[src/rtl/stli_pkg.sv]
`default_nettype none
package stli_pkg;

    localparam int TABLE_DEPTH_DEF = 64;
    localparam int DATA_WIDTH_DEF  = 16;

    localparam logic [1:0] CMD_CLEAR = 2'd0;
    localparam logic [1:0] CMD_LOAD  = 2'd1;
    localparam logic [1:0] CMD_QUERY = 2'd2;

    localparam logic [1:0] STAT_OK    = 2'd0;
    localparam logic [1:0] STAT_RANGE = 2'd1;
    localparam logic [1:0] STAT_FULL  = 2'd2;
    localparam logic [1:0] STAT_EMPTY = 2'd3;

    typedef enum logic [3:0] {
        S_IDLE,
        S_SORT,
        S_QSCAN,
        S_QDEC,
        S_MUL,
        S_DIV_START,
        S_DIV_WAIT,
        S_SUM,
        S_OUT
    } t_state;

    typedef struct packed {
        logic shift;
        logic wr;
    } t_cell_ctl;

endpackage
`default_nettype wire

[src/rtl/sorted_table_linear_interpolator.sv]
`default_nettype none
// Sorted breakpoint table with piecewise linear interpolation.
// Slave stream (i_s_*) carries commands: tuser is the command (clear, load a
// pair, query), tdata holds key_in (low) and value_in. Master stream (o_m_*)
// returns one beat per command: tdata holds result_value (low) and
// entry_count, tuser holds the status code.
// The table lives in a ring of TABLE_DEPTH cells that rotates one position a
// cycle toward cell 0 while sorting or scanning; sorting and lookup both
// stream the entries past cell 0. Clear, load, an unused code and a query on
// an empty table are answered at the accepting edge; the beat shows on the
// next cycle. A query on a sorted table scans one full rotation, then passes
// a decision state and an output state; when it interpolates, a multiply
// state, a divider start state, the divider's run and a sum state come in
// between. The first query after loads first runs a selection sort of
// (held+1) passes, each one full rotation.
// One command is in flight at a time. Reset empties the table and marks it
// sorted; no clearing pass is run. A stalled receiver holds the result in the
// output register; a command is taken only while that register is free or
// being drained, and longer commands wait for it at their end.
module sorted_table_linear_interpolator #(
    parameter int TABLE_DEPTH = stli_pkg::TABLE_DEPTH_DEF,
    parameter int DATA_WIDTH  = stli_pkg::DATA_WIDTH_DEF
) (
    input  wire logic                  i_clk,
    input  wire logic                  i_rst_n,
    input  wire logic                  i_s_tvalid,
    output logic                       o_s_tready,
    // key_in, value_in from bit 0 up, zero padded to bytes
    input  wire logic [((2*DATA_WIDTH+7)/8)*8-1:0] i_s_tdata,
    // command
    input  wire logic [1:0]            i_s_tuser,
    output logic                       o_m_tvalid,
    input  wire logic                  i_m_tready,
    // result_value, entry_count from bit 0 up, zero padded to bytes
    output logic [((DATA_WIDTH+$clog2(TABLE_DEPTH+1)+7)/8)*8-1:0] o_m_tdata,
    // status
    output logic [1:0]                 o_m_tuser
);

    localparam int DW  = DATA_WIDTH;
    localparam int EW  = 2 * DW;
    localparam int PW  = $clog2(TABLE_DEPTH);
    localparam int CW  = $clog2(TABLE_DEPTH + 1);
    localparam int NW  = 2 * DW + 2;
    localparam int OTW = ((DW + CW + 7) / 8) * 8;
    localparam logic signed [NW+1:0] SAT_HI = {{(NW + 3 - DW){1'b0}}, {(DW - 1){1'b1}}};
    localparam logic signed [NW+1:0] SAT_LO = {{(NW + 3 - DW){1'b1}}, {(DW - 1){1'b0}}};

    stli_pkg::t_state r_state, n_state;

    // control registers
    logic [CW-1:0] r_held;
    logic          r_sorted;
    logic [CW-1:0] r_pass;
    logic [PW-1:0] r_pos;
    logic          r_fvalid;
    logic          r_hit;
    logic          r_m_valid;

    // payload registers
    logic signed [DW-1:0] r_q;
    logic signed [DW-1:0] r_fk, r_fv, r_sk, r_sv, r_tk, r_tv;
    logic [PW-1:0]        r_fi, r_smi;
    logic signed [DW-1:0] r_k0, r_v0, r_kl, r_hv;
    logic signed [DW-1:0] r_ka, r_va, r_kb, r_vb;
    logic signed [NW-1:0] r_prod;
    logic [DW:0]          r_den;
    logic [NW-1:0]        r_quo;
    logic [DW-1:0]        r_res;
    logic [1:0]           r_st;
    logic [DW-1:0]        r_m_res;
    logic [1:0]           r_m_st;
    logic [CW-1:0]        r_m_cnt;

    // beat fields
    logic [1:0]    w_cmd;
    logic [DW-1:0] w_key, w_val;
    logic          w_acc;
    logic          w_imm;

    // ring
    logic [EW-1:0]       w_cell_q [TABLE_DEPTH];
    logic [EW-1:0]       w_fb;
    logic signed [DW-1:0] w_h0k, w_h0v, w_h1k, w_h1v, w_fbk, w_fbv;
    logic [CW-1:0]       w_pos_ext, w_pos_nx;
    logic                w_rot_end;
    logic                w_sw_here, w_sw_mi;
    logic                w_srch, w_take;
    logic signed [DW-1:0] w_fk_nx, w_fv_nx;
    logic [PW-1:0]       w_fi_nx;

    // control outputs
    logic w_shift;
    logic w_ld_wr;
    logic w_div_start;

    // arithmetic
    logic signed [DW:0]   w_dq, w_dv;
    logic [NW-1:0]        w_mag;
    logic                 w_div_done;
    logic [NW-1:0]        w_div_q;
    logic signed [NW:0]   w_sq;
    logic signed [NW+1:0] w_sum;
    logic [DW-1:0]        w_sat;

    assign w_cmd = i_s_tuser;
    assign w_key = i_s_tdata[DW-1:0];
    assign w_val = i_s_tdata[EW-1:DW];
    assign w_acc = i_s_tvalid && o_s_tready;
    // everything but a query on a non-empty table answers at once
    assign w_imm = w_acc && !((w_cmd == stli_pkg::CMD_QUERY) && (r_held != '0));

    // ---------------- ring of cells ----------------
    assign w_h0k = w_cell_q[0][DW-1:0];
    assign w_h0v = w_cell_q[0][EW-1:DW];
    assign w_h1k = w_cell_q[1][DW-1:0];
    assign w_h1v = w_cell_q[1][EW-1:DW];

    assign w_pos_ext = CW'(r_pos);
    assign w_pos_nx  = w_pos_ext + CW'(1);
    assign w_rot_end = (r_pos == PW'(TABLE_DEPTH - 1));

    // finish the previous selection pass as its slots pass cell 0: min into
    // the pass slot, the displaced entry into the slot the min came from
    assign w_sw_here = (r_state == stli_pkg::S_SORT) && (r_pass != '0)
                       && (w_pos_ext == r_pass - CW'(1));
    assign w_sw_mi   = (r_state == stli_pkg::S_SORT) && (r_pass != '0)
                       && !w_sw_here && (r_pos == r_smi);
    assign w_fb = w_sw_here ? {r_sv, r_sk} :
                  w_sw_mi   ? {r_tv, r_tk} : w_cell_q[0];
    assign w_fbk = w_fb[DW-1:0];
    assign w_fbv = w_fb[EW-1:DW];

    // search the current pass over post-swap entries; first smallest wins
    assign w_srch = (r_state == stli_pkg::S_SORT) && (r_pass < r_held)
                    && (w_pos_ext >= r_pass) && (w_pos_ext < r_held);
    assign w_take  = w_srch && (!r_fvalid || (w_fbk < r_fk));
    assign w_fk_nx = w_take ? w_fbk : r_fk;
    assign w_fv_nx = w_take ? w_fbv : r_fv;
    assign w_fi_nx = w_take ? r_pos : r_fi;

    for (genvar g = 0; g < TABLE_DEPTH; g++) begin : g_cell
        stli_pkg::t_cell_ctl w_ctl;
        logic [EW-1:0]       w_din;
        assign w_ctl = '{shift: w_shift, wr: w_ld_wr && (r_held == CW'(g))};
        if (g == TABLE_DEPTH - 1) begin : g_tail
            assign w_din = w_fb;
        end else begin : g_body
            assign w_din = w_cell_q[g+1];
        end
        stli_cell #(.EW(EW)) u_cell (
            .i_clk   (i_clk),
            .i_ctl   (w_ctl),
            .i_din   (w_din),
            .i_wdata ({w_val, w_key}),
            .o_q     (w_cell_q[g])
        );
    end

    // ---------------- arithmetic ----------------
    assign w_dq  = {r_q[DW-1], r_q} - {r_ka[DW-1], r_ka};
    assign w_dv  = {r_vb[DW-1], r_vb} - {r_va[DW-1], r_va};
    assign w_mag = r_prod[NW-1] ? NW'(-r_prod) : NW'(r_prod);

    stli_div #(.NW(NW), .DVW(DW + 1)) u_div (
        .i_clk      (i_clk),
        .i_rst_n    (i_rst_n),
        .i_start    (w_div_start),
        .i_dividend (w_mag),
        .i_divisor  (r_den),
        .o_done     (w_div_done),
        .o_quotient (w_div_q)
    );

    // quotient truncates toward zero: negate the magnitude quotient
    assign w_sq  = r_prod[NW-1] ? -$signed({1'b0, r_quo}) : $signed({1'b0, r_quo});
    assign w_sum = {{(NW + 2 - DW){r_va[DW-1]}}, r_va} + {w_sq[NW], w_sq};
    assign w_sat = (w_sum > SAT_HI) ? SAT_HI[DW-1:0] :
                   (w_sum < SAT_LO) ? SAT_LO[DW-1:0] : w_sum[DW-1:0];

    // ---------------- next state ----------------
    always_comb begin
        n_state = r_state;
        case (r_state)
            stli_pkg::S_IDLE: begin
                if (w_acc && (w_cmd == stli_pkg::CMD_QUERY) && (r_held != '0)) begin
                    n_state = r_sorted ? stli_pkg::S_QSCAN : stli_pkg::S_SORT;
                end
            end
            stli_pkg::S_SORT: begin
                if (w_rot_end && (r_pass == r_held)) begin
                    n_state = stli_pkg::S_QSCAN;
                end
            end
            stli_pkg::S_QSCAN: begin
                if (w_rot_end) begin
                    n_state = stli_pkg::S_QDEC;
                end
            end
            stli_pkg::S_QDEC: begin
                if ((r_q < r_k0) || (r_q > r_kl) || r_hit || (r_held < CW'(2))) begin
                    n_state = stli_pkg::S_OUT;
                end else begin
                    n_state = stli_pkg::S_MUL;
                end
            end
            stli_pkg::S_MUL:       n_state = stli_pkg::S_DIV_START;
            stli_pkg::S_DIV_START: n_state = stli_pkg::S_DIV_WAIT;
            stli_pkg::S_DIV_WAIT: begin
                if (w_div_done) begin
                    n_state = stli_pkg::S_SUM;
                end
            end
            stli_pkg::S_SUM:       n_state = stli_pkg::S_OUT;
            stli_pkg::S_OUT: begin
                if (!r_m_valid) begin
                    n_state = stli_pkg::S_IDLE;
                end
            end
            default:               n_state = stli_pkg::S_IDLE;
        endcase
    end

    // ---------------- control outputs ----------------
    always_comb begin
        o_s_tready  = 1'b0;
        w_shift     = 1'b0;
        w_ld_wr     = 1'b0;
        w_div_start = 1'b0;
        case (r_state)
            stli_pkg::S_IDLE: begin
                o_s_tready = !r_m_valid || i_m_tready;
                w_ld_wr    = w_acc && (w_cmd == stli_pkg::CMD_LOAD)
                             && (r_held < CW'(TABLE_DEPTH));
            end
            stli_pkg::S_SORT:      w_shift     = 1'b1;
            stli_pkg::S_QSCAN:     w_shift     = 1'b1;
            stli_pkg::S_DIV_START: w_div_start = 1'b1;
            default: begin
                o_s_tready = 1'b0;
            end
        endcase
    end

    // ---------------- control registers ----------------
    always_ff @(posedge i_clk) begin
        if (!i_rst_n) begin
            r_state   <= stli_pkg::S_IDLE;
            r_held    <= '0;
            r_sorted  <= 1'b1;
            r_pass    <= '0;
            r_pos     <= '0;
            r_fvalid  <= 1'b0;
            r_hit     <= 1'b0;
            r_m_valid <= 1'b0;
        end else begin
            r_state <= n_state;
            if (r_m_valid && i_m_tready) begin
                r_m_valid <= 1'b0;
            end
            if (w_imm || ((r_state == stli_pkg::S_OUT) && !r_m_valid)) begin
                r_m_valid <= 1'b1;
            end
            if (w_acc) begin
                if (w_cmd == stli_pkg::CMD_CLEAR) begin
                    r_held   <= '0;
                    r_sorted <= 1'b1;
                end else if (w_ld_wr) begin
                    r_held   <= r_held + CW'(1);
                    r_sorted <= 1'b0;
                end
                r_pass   <= '0;
                r_pos    <= '0;
                r_fvalid <= 1'b0;
                r_hit    <= 1'b0;
            end
            if (w_shift) begin
                r_pos <= w_rot_end ? '0 : r_pos + PW'(1);
            end
            if (r_state == stli_pkg::S_SORT) begin
                r_fvalid <= w_rot_end ? 1'b0 : (r_fvalid || w_take);
                if (w_rot_end) begin
                    r_pass <= r_pass + CW'(1);
                    if (r_pass == r_held) begin
                        r_sorted <= 1'b1;
                    end
                end
            end
            if ((r_state == stli_pkg::S_QSCAN) && (w_pos_nx < r_held) && !r_hit) begin
                if ((w_h0k == r_q) || (w_h1k == r_q)) begin
                    r_hit <= 1'b1;
                end
            end
        end
    end

    // ---------------- payload registers ----------------
    always_ff @(posedge i_clk) begin
        if (w_acc) begin
            r_q <= w_key;
        end
        if (w_sw_here) begin
            r_tk <= w_h0k;
            r_tv <= w_h0v;
        end
        if (r_state == stli_pkg::S_SORT) begin
            r_fk <= w_fk_nx;
            r_fv <= w_fv_nx;
            r_fi <= w_fi_nx;
            if (w_rot_end) begin
                r_sk  <= w_fk_nx;
                r_sv  <= w_fv_nx;
                r_smi <= w_fi_nx;
            end
        end
        if (r_state == stli_pkg::S_QSCAN) begin
            if (r_pos == '0) begin
                r_k0 <= w_h0k;
                r_v0 <= w_h0v;
            end
            if (w_pos_nx == r_held) begin
                r_kl <= w_h0k;
            end
            if ((w_pos_nx < r_held) && !r_hit) begin
                if (w_h0k == r_q) begin
                    r_hv <= w_h0v;
                end else if (w_h1k == r_q) begin
                    r_hv <= w_h1v;
                end
                if ((w_h0k < r_q) && (w_h1k > r_q)) begin
                    r_ka <= w_h0k;
                    r_va <= w_h0v;
                    r_kb <= w_h1k;
                    r_vb <= w_h1v;
                end
            end
        end
        if (r_state == stli_pkg::S_QDEC) begin
            if ((r_q < r_k0) || (r_q > r_kl)) begin
                r_res <= '0;
                r_st  <= stli_pkg::STAT_RANGE;
            end else begin
                r_res <= r_hit ? r_hv : r_v0;
                r_st  <= stli_pkg::STAT_OK;
            end
        end
        if (r_state == stli_pkg::S_MUL) begin
            r_prod <= w_dq * w_dv;
            r_den  <= {r_kb[DW-1], r_kb} - {r_ka[DW-1], r_ka};
        end
        if ((r_state == stli_pkg::S_DIV_WAIT) && w_div_done) begin
            r_quo <= w_div_q;
        end
        if (r_state == stli_pkg::S_SUM) begin
            r_res <= w_sat;
            r_st  <= stli_pkg::STAT_OK;
        end
        // drive the output register: immediate answers, or the pending query result
        if (w_imm) begin
            r_m_res <= '0;
            r_m_cnt <= r_held;
            r_m_st  <= stli_pkg::STAT_OK;
            if (w_cmd == stli_pkg::CMD_CLEAR) begin
                r_m_cnt <= '0;
            end else if (w_cmd == stli_pkg::CMD_LOAD) begin
                if (r_held < CW'(TABLE_DEPTH)) begin
                    r_m_cnt <= r_held + CW'(1);
                end else begin
                    r_m_st <= stli_pkg::STAT_FULL;
                end
            end else if (w_cmd == stli_pkg::CMD_QUERY) begin
                r_m_st <= stli_pkg::STAT_EMPTY;
            end
        end else if ((r_state == stli_pkg::S_OUT) && !r_m_valid) begin
            r_m_res <= r_res;
            r_m_st  <= r_st;
            r_m_cnt <= r_held;
        end
    end

    assign o_m_tvalid = r_m_valid;
    assign o_m_tdata  = OTW'({r_m_cnt, r_m_res});
    assign o_m_tuser  = r_m_st;

    // ---------------- assertions ----------------
    a_held_bound: assert property (@(posedge i_clk) disable iff (!i_rst_n)
        r_held <= CW'(TABLE_DEPTH))
        else $error("entry count above table depth");

    a_accept_slot: assert property (@(posedge i_clk) disable iff (!i_rst_n)
        (i_s_tvalid && o_s_tready) |-> (!r_m_valid || i_m_tready))
        else $error("beat accepted while output register is held");

    a_busy_no_accept: assert property (@(posedge i_clk) disable iff (!i_rst_n)
        (r_state != stli_pkg::S_IDLE) |-> !o_s_tready)
        else $error("ready raised during a query");

    a_sort_unsorted: assert property (@(posedge i_clk) disable iff (!i_rst_n)
        (r_state == stli_pkg::S_SORT) |-> !r_sorted)
        else $error("sorting a table marked sorted");

endmodule
`default_nettype wire

[src/rtl/stli_cell.sv]
`default_nettype none
module stli_cell #(
    parameter int EW = 2 * stli_pkg::DATA_WIDTH_DEF
) (
    input  wire logic                i_clk,
    input  wire stli_pkg::t_cell_ctl i_ctl,
    input  wire logic [EW-1:0]       i_din,
    input  wire logic [EW-1:0]       i_wdata,
    output logic      [EW-1:0]       o_q
);

    logic [EW-1:0] r_entry;

    // shift wins; a write only lands while the ring is at rest
    always_ff @(posedge i_clk) begin
        if (i_ctl.shift) begin
            r_entry <= i_din;
        end else if (i_ctl.wr) begin
            r_entry <= i_wdata;
        end
    end

    assign o_q = r_entry;

endmodule
`default_nettype wire

[src/rtl/stli_div.sv]
`default_nettype none
module stli_div #(
    parameter int NW  = 2 * stli_pkg::DATA_WIDTH_DEF + 2,
    parameter int DVW = stli_pkg::DATA_WIDTH_DEF + 1
) (
    input  wire logic           i_clk,
    input  wire logic           i_rst_n,
    input  wire logic           i_start,
    input  wire logic [NW-1:0]  i_dividend,
    input  wire logic [DVW-1:0] i_divisor,
    output logic                o_done,
    output logic      [NW-1:0]  o_quotient
);

    localparam int CTW = $clog2(NW);

    logic           r_busy;
    logic           r_done;
    logic [CTW-1:0] r_cnt;
    logic [DVW-1:0] r_rem;
    logic [DVW-1:0] r_den;
    logic [NW-1:0]  r_q;

    logic [DVW:0]   w_sh;
    logic [DVW:0]   w_diff;
    logic           w_ge;

    // restoring step: one quotient bit per cycle
    assign w_sh   = {r_rem, r_q[NW-1]};
    assign w_diff = w_sh - {1'b0, r_den};
    assign w_ge   = (w_sh >= {1'b0, r_den});

    always_ff @(posedge i_clk) begin
        if (!i_rst_n) begin
            r_busy <= 1'b0;
            r_done <= 1'b0;
            r_cnt  <= '0;
        end else begin
            r_done <= 1'b0;
            if (i_start) begin
                r_busy <= 1'b1;
                r_cnt  <= '0;
            end else if (r_busy) begin
                if (r_cnt == CTW'(NW - 1)) begin
                    r_busy <= 1'b0;
                    r_done <= 1'b1;
                end
                r_cnt <= r_cnt + CTW'(1);
            end
        end
    end

    always_ff @(posedge i_clk) begin
        if (i_start) begin
            r_rem <= '0;
            r_den <= i_divisor;
            r_q   <= i_dividend;
        end else if (r_busy) begin
            r_rem <= w_ge ? w_diff[DVW-1:0] : w_sh[DVW-1:0];
            r_q   <= {r_q[NW-2:0], w_ge};
        end
    end

    assign o_done     = r_done;
    assign o_quotient = r_q;

endmodule
`default_nettype wire
[config.mk]
export PLATFORM = sky130hd
export DESIGN_NAME = sorted_table_linear_interpolator
export DESIGN_NICKNAME = d
export VERILOG_FILES = /design/src/rtl/stli_pkg.sv /design/src/rtl/sorted_table_linear_interpolator.sv /design/src/rtl/stli_cell.sv /design/src/rtl/stli_div.sv
export SDC_FILE = /design/constraint.sdc
export NUM_CORES = 2
export LEC_CHECK = 0
export BUFFER_PORTS_ARGS = -buffer_cell sky130_fd_sc_hd__buf_2
export CAP_MARGIN = 5
export CORE_UTILIZATION = 45
export DETAILED_ROUTE_END_ITERATION = 8
export HOLD_SLACK_MARGIN = 0.12
export SYNTH_ARGS = -nofsm -noshare
export SYNTH_HDL_FRONTEND = slang
export SYNTH_SLANG_ARGS = --single-unit
[constraint.sdc]
create_clock -name i_clk -period 12.96 [get_ports i_clk]
set_clock_uncertainty 0.1 [all_clocks]
set_input_delay 2.592 -clock i_clk [delete_from_list [all_inputs] [get_ports i_clk]]
set_output_delay 2.592 -clock i_clk [all_outputs]
set_load 0.005 [all_outputs]
==> flow_metrics.env <==
export IMPL_grt_pass1_vias=69500
export IMPL_syn_inst=8466
export IMPL_ctsHoldBuffers=0
export IMPL_row_count=186
export IMPL_slew_headroom_pct=12.2
export IMPL_synthFlopType="edfxtp_1"
export IMPL_grt_ovfl_total=0
export IMPL_worst_ep_arrival_time_ns=10.31
export IMPL_htreeDepth=5
export IMPL_ys_warnings_count=0
export IMPL_required_ns=13.51
export IMPL_synth_seq_cells=2531
export IMPL_cellLeakagePower_nw=55.0
export IMPL_area_growth_pct=11.0
export IMPL_avgRoutedWirePerCell_um=23.0
export IMPL_async_flop_share_pct=0
export IMPL_cp_max_fo=10
export IMPL_dpl_hpwl_mm=173
export IMPL_post_route_min_period_ns=9.76
export IMPL_fmax_mhz=102
export IMPL_ant_nets=0
export IMPL_syn_cell_area_um2=117000
export IMPL_drtIter0Drc=6156
export IMPL_endpoint_kind="flip-flop"
export IMPL_post_cts_setup_buffer_count=0
export IMPL_min_path_type="reg -> reg"
export IMPL_initial_core_util_pct=45.4
export IMPL_finalCritPeriodShare_pct=75.3
export IMPL_clkTransAtPathRegs_ns=0.06
export IMPL_syn_nets=9108
export IMPL_ys_types=93
export IMPL_p_total_mw=38.7
export IMPL_core_area_um2=258000
export IMPL_utilization_pct=50.4
export IMPL_grt_first_pass_wirelength_mm=426
export IMPL_antenna_found_initial=26
export IMPL_hold_violations=0
export IMPL_cts_root_buf="clkbuf_16"
export IMPL_max_vdd_ir_drop_uv=682
export IMPL_num_vias=67600
export IMPL_die_h_um=512
export IMPL_syn_area_per_cell_um2=13.8
export IMPL_setup_tns_ns=0
export IMPL_drive_gt1_share_pct=9.06
export IMPL_crit_type="reg -> reg"
export IMPL_viasPerCell=5.65
export IMPL_final_fill_count=21800
export IMPL_die_area_um2=262000
export IMPL_cts_buffer_depth=4
export IMPL_place_congestion=0.908
export IMPL_p_per_area_nw_per_um2=298
export IMPL_dr_pass1_iters=6
export IMPL_clk_latency_ns=0.94
export IMPL_worstSetupStartpointType="flip-flop"
export IMPL_final_nets=9020
export IMPL_grt_max_degree=261
export IMPL_crit_top_cell="fa_1"
export IMPL_drc=0
export IMPL_cts_buffers=287
export IMPL_rsz0062_at_grt="false"
export IMPL_max_cap_violations=0
export IMPL_totalWireLength_mm=276
export IMPL_slew_viol_final=0
export IMPL_cpPeakStageDelay_ns=0.72
export IMPL_synth_edf_count=2461
export IMPL_clock_sinks=2531
export IMPL_status="finished, final reports clean"
export IMPL_io_pins=66
export IMPL_cts_tree="done"
export IMPL_synth_seq_area_share_pct=64.4
export IMPL_tightest_slew_ns=1.31
export IMPL_die_w_um=512
export IMPL_port_buffers=64
export IMPL_finalSetupViolations=0
export IMPL_track_usage_pct=21.0
export IMPL_ctsResizeCount=0
export IMPL_slowest_stage="fa_1"
layout by cell type (no fill, tap or decap), types with 145 or more instances in the layout:
master,netlist,final
edfxtp_1,2461,2461
a21o_1,1998,1998
nand2_1,548,547
inv_1,541,541
ha_1,303,303
fa_1,301,301
clkbuf_16,0,293
nor2_1,226,225
o21ai_0,272,213
a21oi_1,146,145
through the flow:
step	hold slack [ns]	std cells	instance area, um2	setup slack [ns]
after floorplan	0.300	8466	117000	3.99
after global placement	0.303	11500	121000	3.35
after detailed placement	0.310	11500	121000	3.26
after CTS	0.324	12000	130000	3.25
after global routing	0.334	12000	130000	2.60
final	0.321	12000	130000	3.20
worst max-delay path: cells and delay by family (launching register included):
kind	cells	cell delay, ns
adder cells (fa/ha/maj)	9	3.97
AND/OR/NAND/NOR	6	1.12
buffers and inverters	6	0.43
XOR/XNOR	1	0.07
AO/OA/AOI/OAI	12	3.40
flip-flops	1	0.41
worst paths after layout:
path / start / end / slack [ns] / cells past startpoint
worst max-delay path: r_q[0] / r_prod[33] / 3.20 / 34
worst min-delay path: r_den[2] / u_div.r_den[2] / 0.32 / 0
worst max register to register: r_q[0] / r_prod[33] / 3.20 / 34
worst min register to register: r_den[2] / u_div.r_den[2] / 0.32 / 0
cell usage after synthesis, types with 24 or more instances:
cell      number  share of area (%)
a21o_1      1998                 13
a21oi_1      146               0.62
and2_1        65               0.35
buf_1        154               0.49
clkbuf_1     419                1.3
dfxtp_1       70                1.2
edfxtp_1    2461                 63
fa_1         301                5.2
ha_1         303                3.2
inv_1        541                1.7
mux2i_1       31               0.27
nand2_1      548                1.8
nand2b_1      44               0.24
nand3_1       67               0.29
nor2_1       226               0.73
nor2b_1       50               0.27
nor3_1        52               0.22
o21a_1        32               0.21
o21ai_0      272                1.2
o21ai_1       24               0.10
o21bai_1      42               0.27
o22ai_1       37               0.20
o31ai_1       39               0.25
or3_1         27               0.14
xnor2_1      128               0.96
xor2_1        73               0.55
state kept, by name (all words and copies together), names as in the netlist, 16 cells and up:
name,flops
g_cell.u_cell.o_q,2048
r_fk,16
u_div.o_quotient,34
r_v0,16
r_prod,34
r_hv,16
r_den,17
r_ka,16
u_div.r_rem,17
r_fv,16
r_sk,16
r_va,16
r_vb,16
r_m_res,16
r_k0,16
r_kb,16
u_div.r_den,17
r_res,16
r_tv,16
r_quo,34
r_kl,16
r_q,16
r_tk,16
r_sv,16
kinds of logic (layout without fill, tap and decap cells):
family | after synthesis | count (layout) | synth area share [%]
flops | 2531 | 2531 | 64.4
buf+inv | 1127 | 1230 | 3.67
xor+xnor | 201 | 201 | 1.51
fa+ha+maj | 604 | 604 | 8.40
mux | 54 | 54 | 0.487
other cells | 1 | 22 | 0.00321
simple gates | 1201 | 1201 | 4.71
compound gates | 2747 | 2747 | 16.8
per-layer routing:
layer	up-vias	global-route usage, %	wire length, um
met5	-	0	0
met4	0	6.87	8270
met3	425	3.19	14500
met2	1731	34.1	131000
met1	34800	29.0	122000
li1	30600	-	-
report_power, final:
| part | switching [mW] | internal [mW] |
|---|---|---|
| Clock | 3.16 | 4.44 |
| Combinational | 10.6 | 7.38 |
| Sequential | 0.561 | 12.6 |
final cells by class:
| cell class | count | area, um2 | share of cell area [%] |
|---|---|---|---|
| clock buffer | 345 | 7540 | 5.81 |
| inverter | 543 | 2040 | 1.57 |
| antenna | 21 | 52.6 | 0.0405 |
| sequential | 2531 | 75300 | 58.0 |
| timing repair buffer | 207 | 1480 | 1.14 |
| clock inverter | 135 | 1070 | 0.827 |
| multi-input combinational | 4808 | 38100 | 29.3 |
| tap | 3384 | 4230 | 3.26 |
No activity file was read; power rests on OpenSTA's default activity.
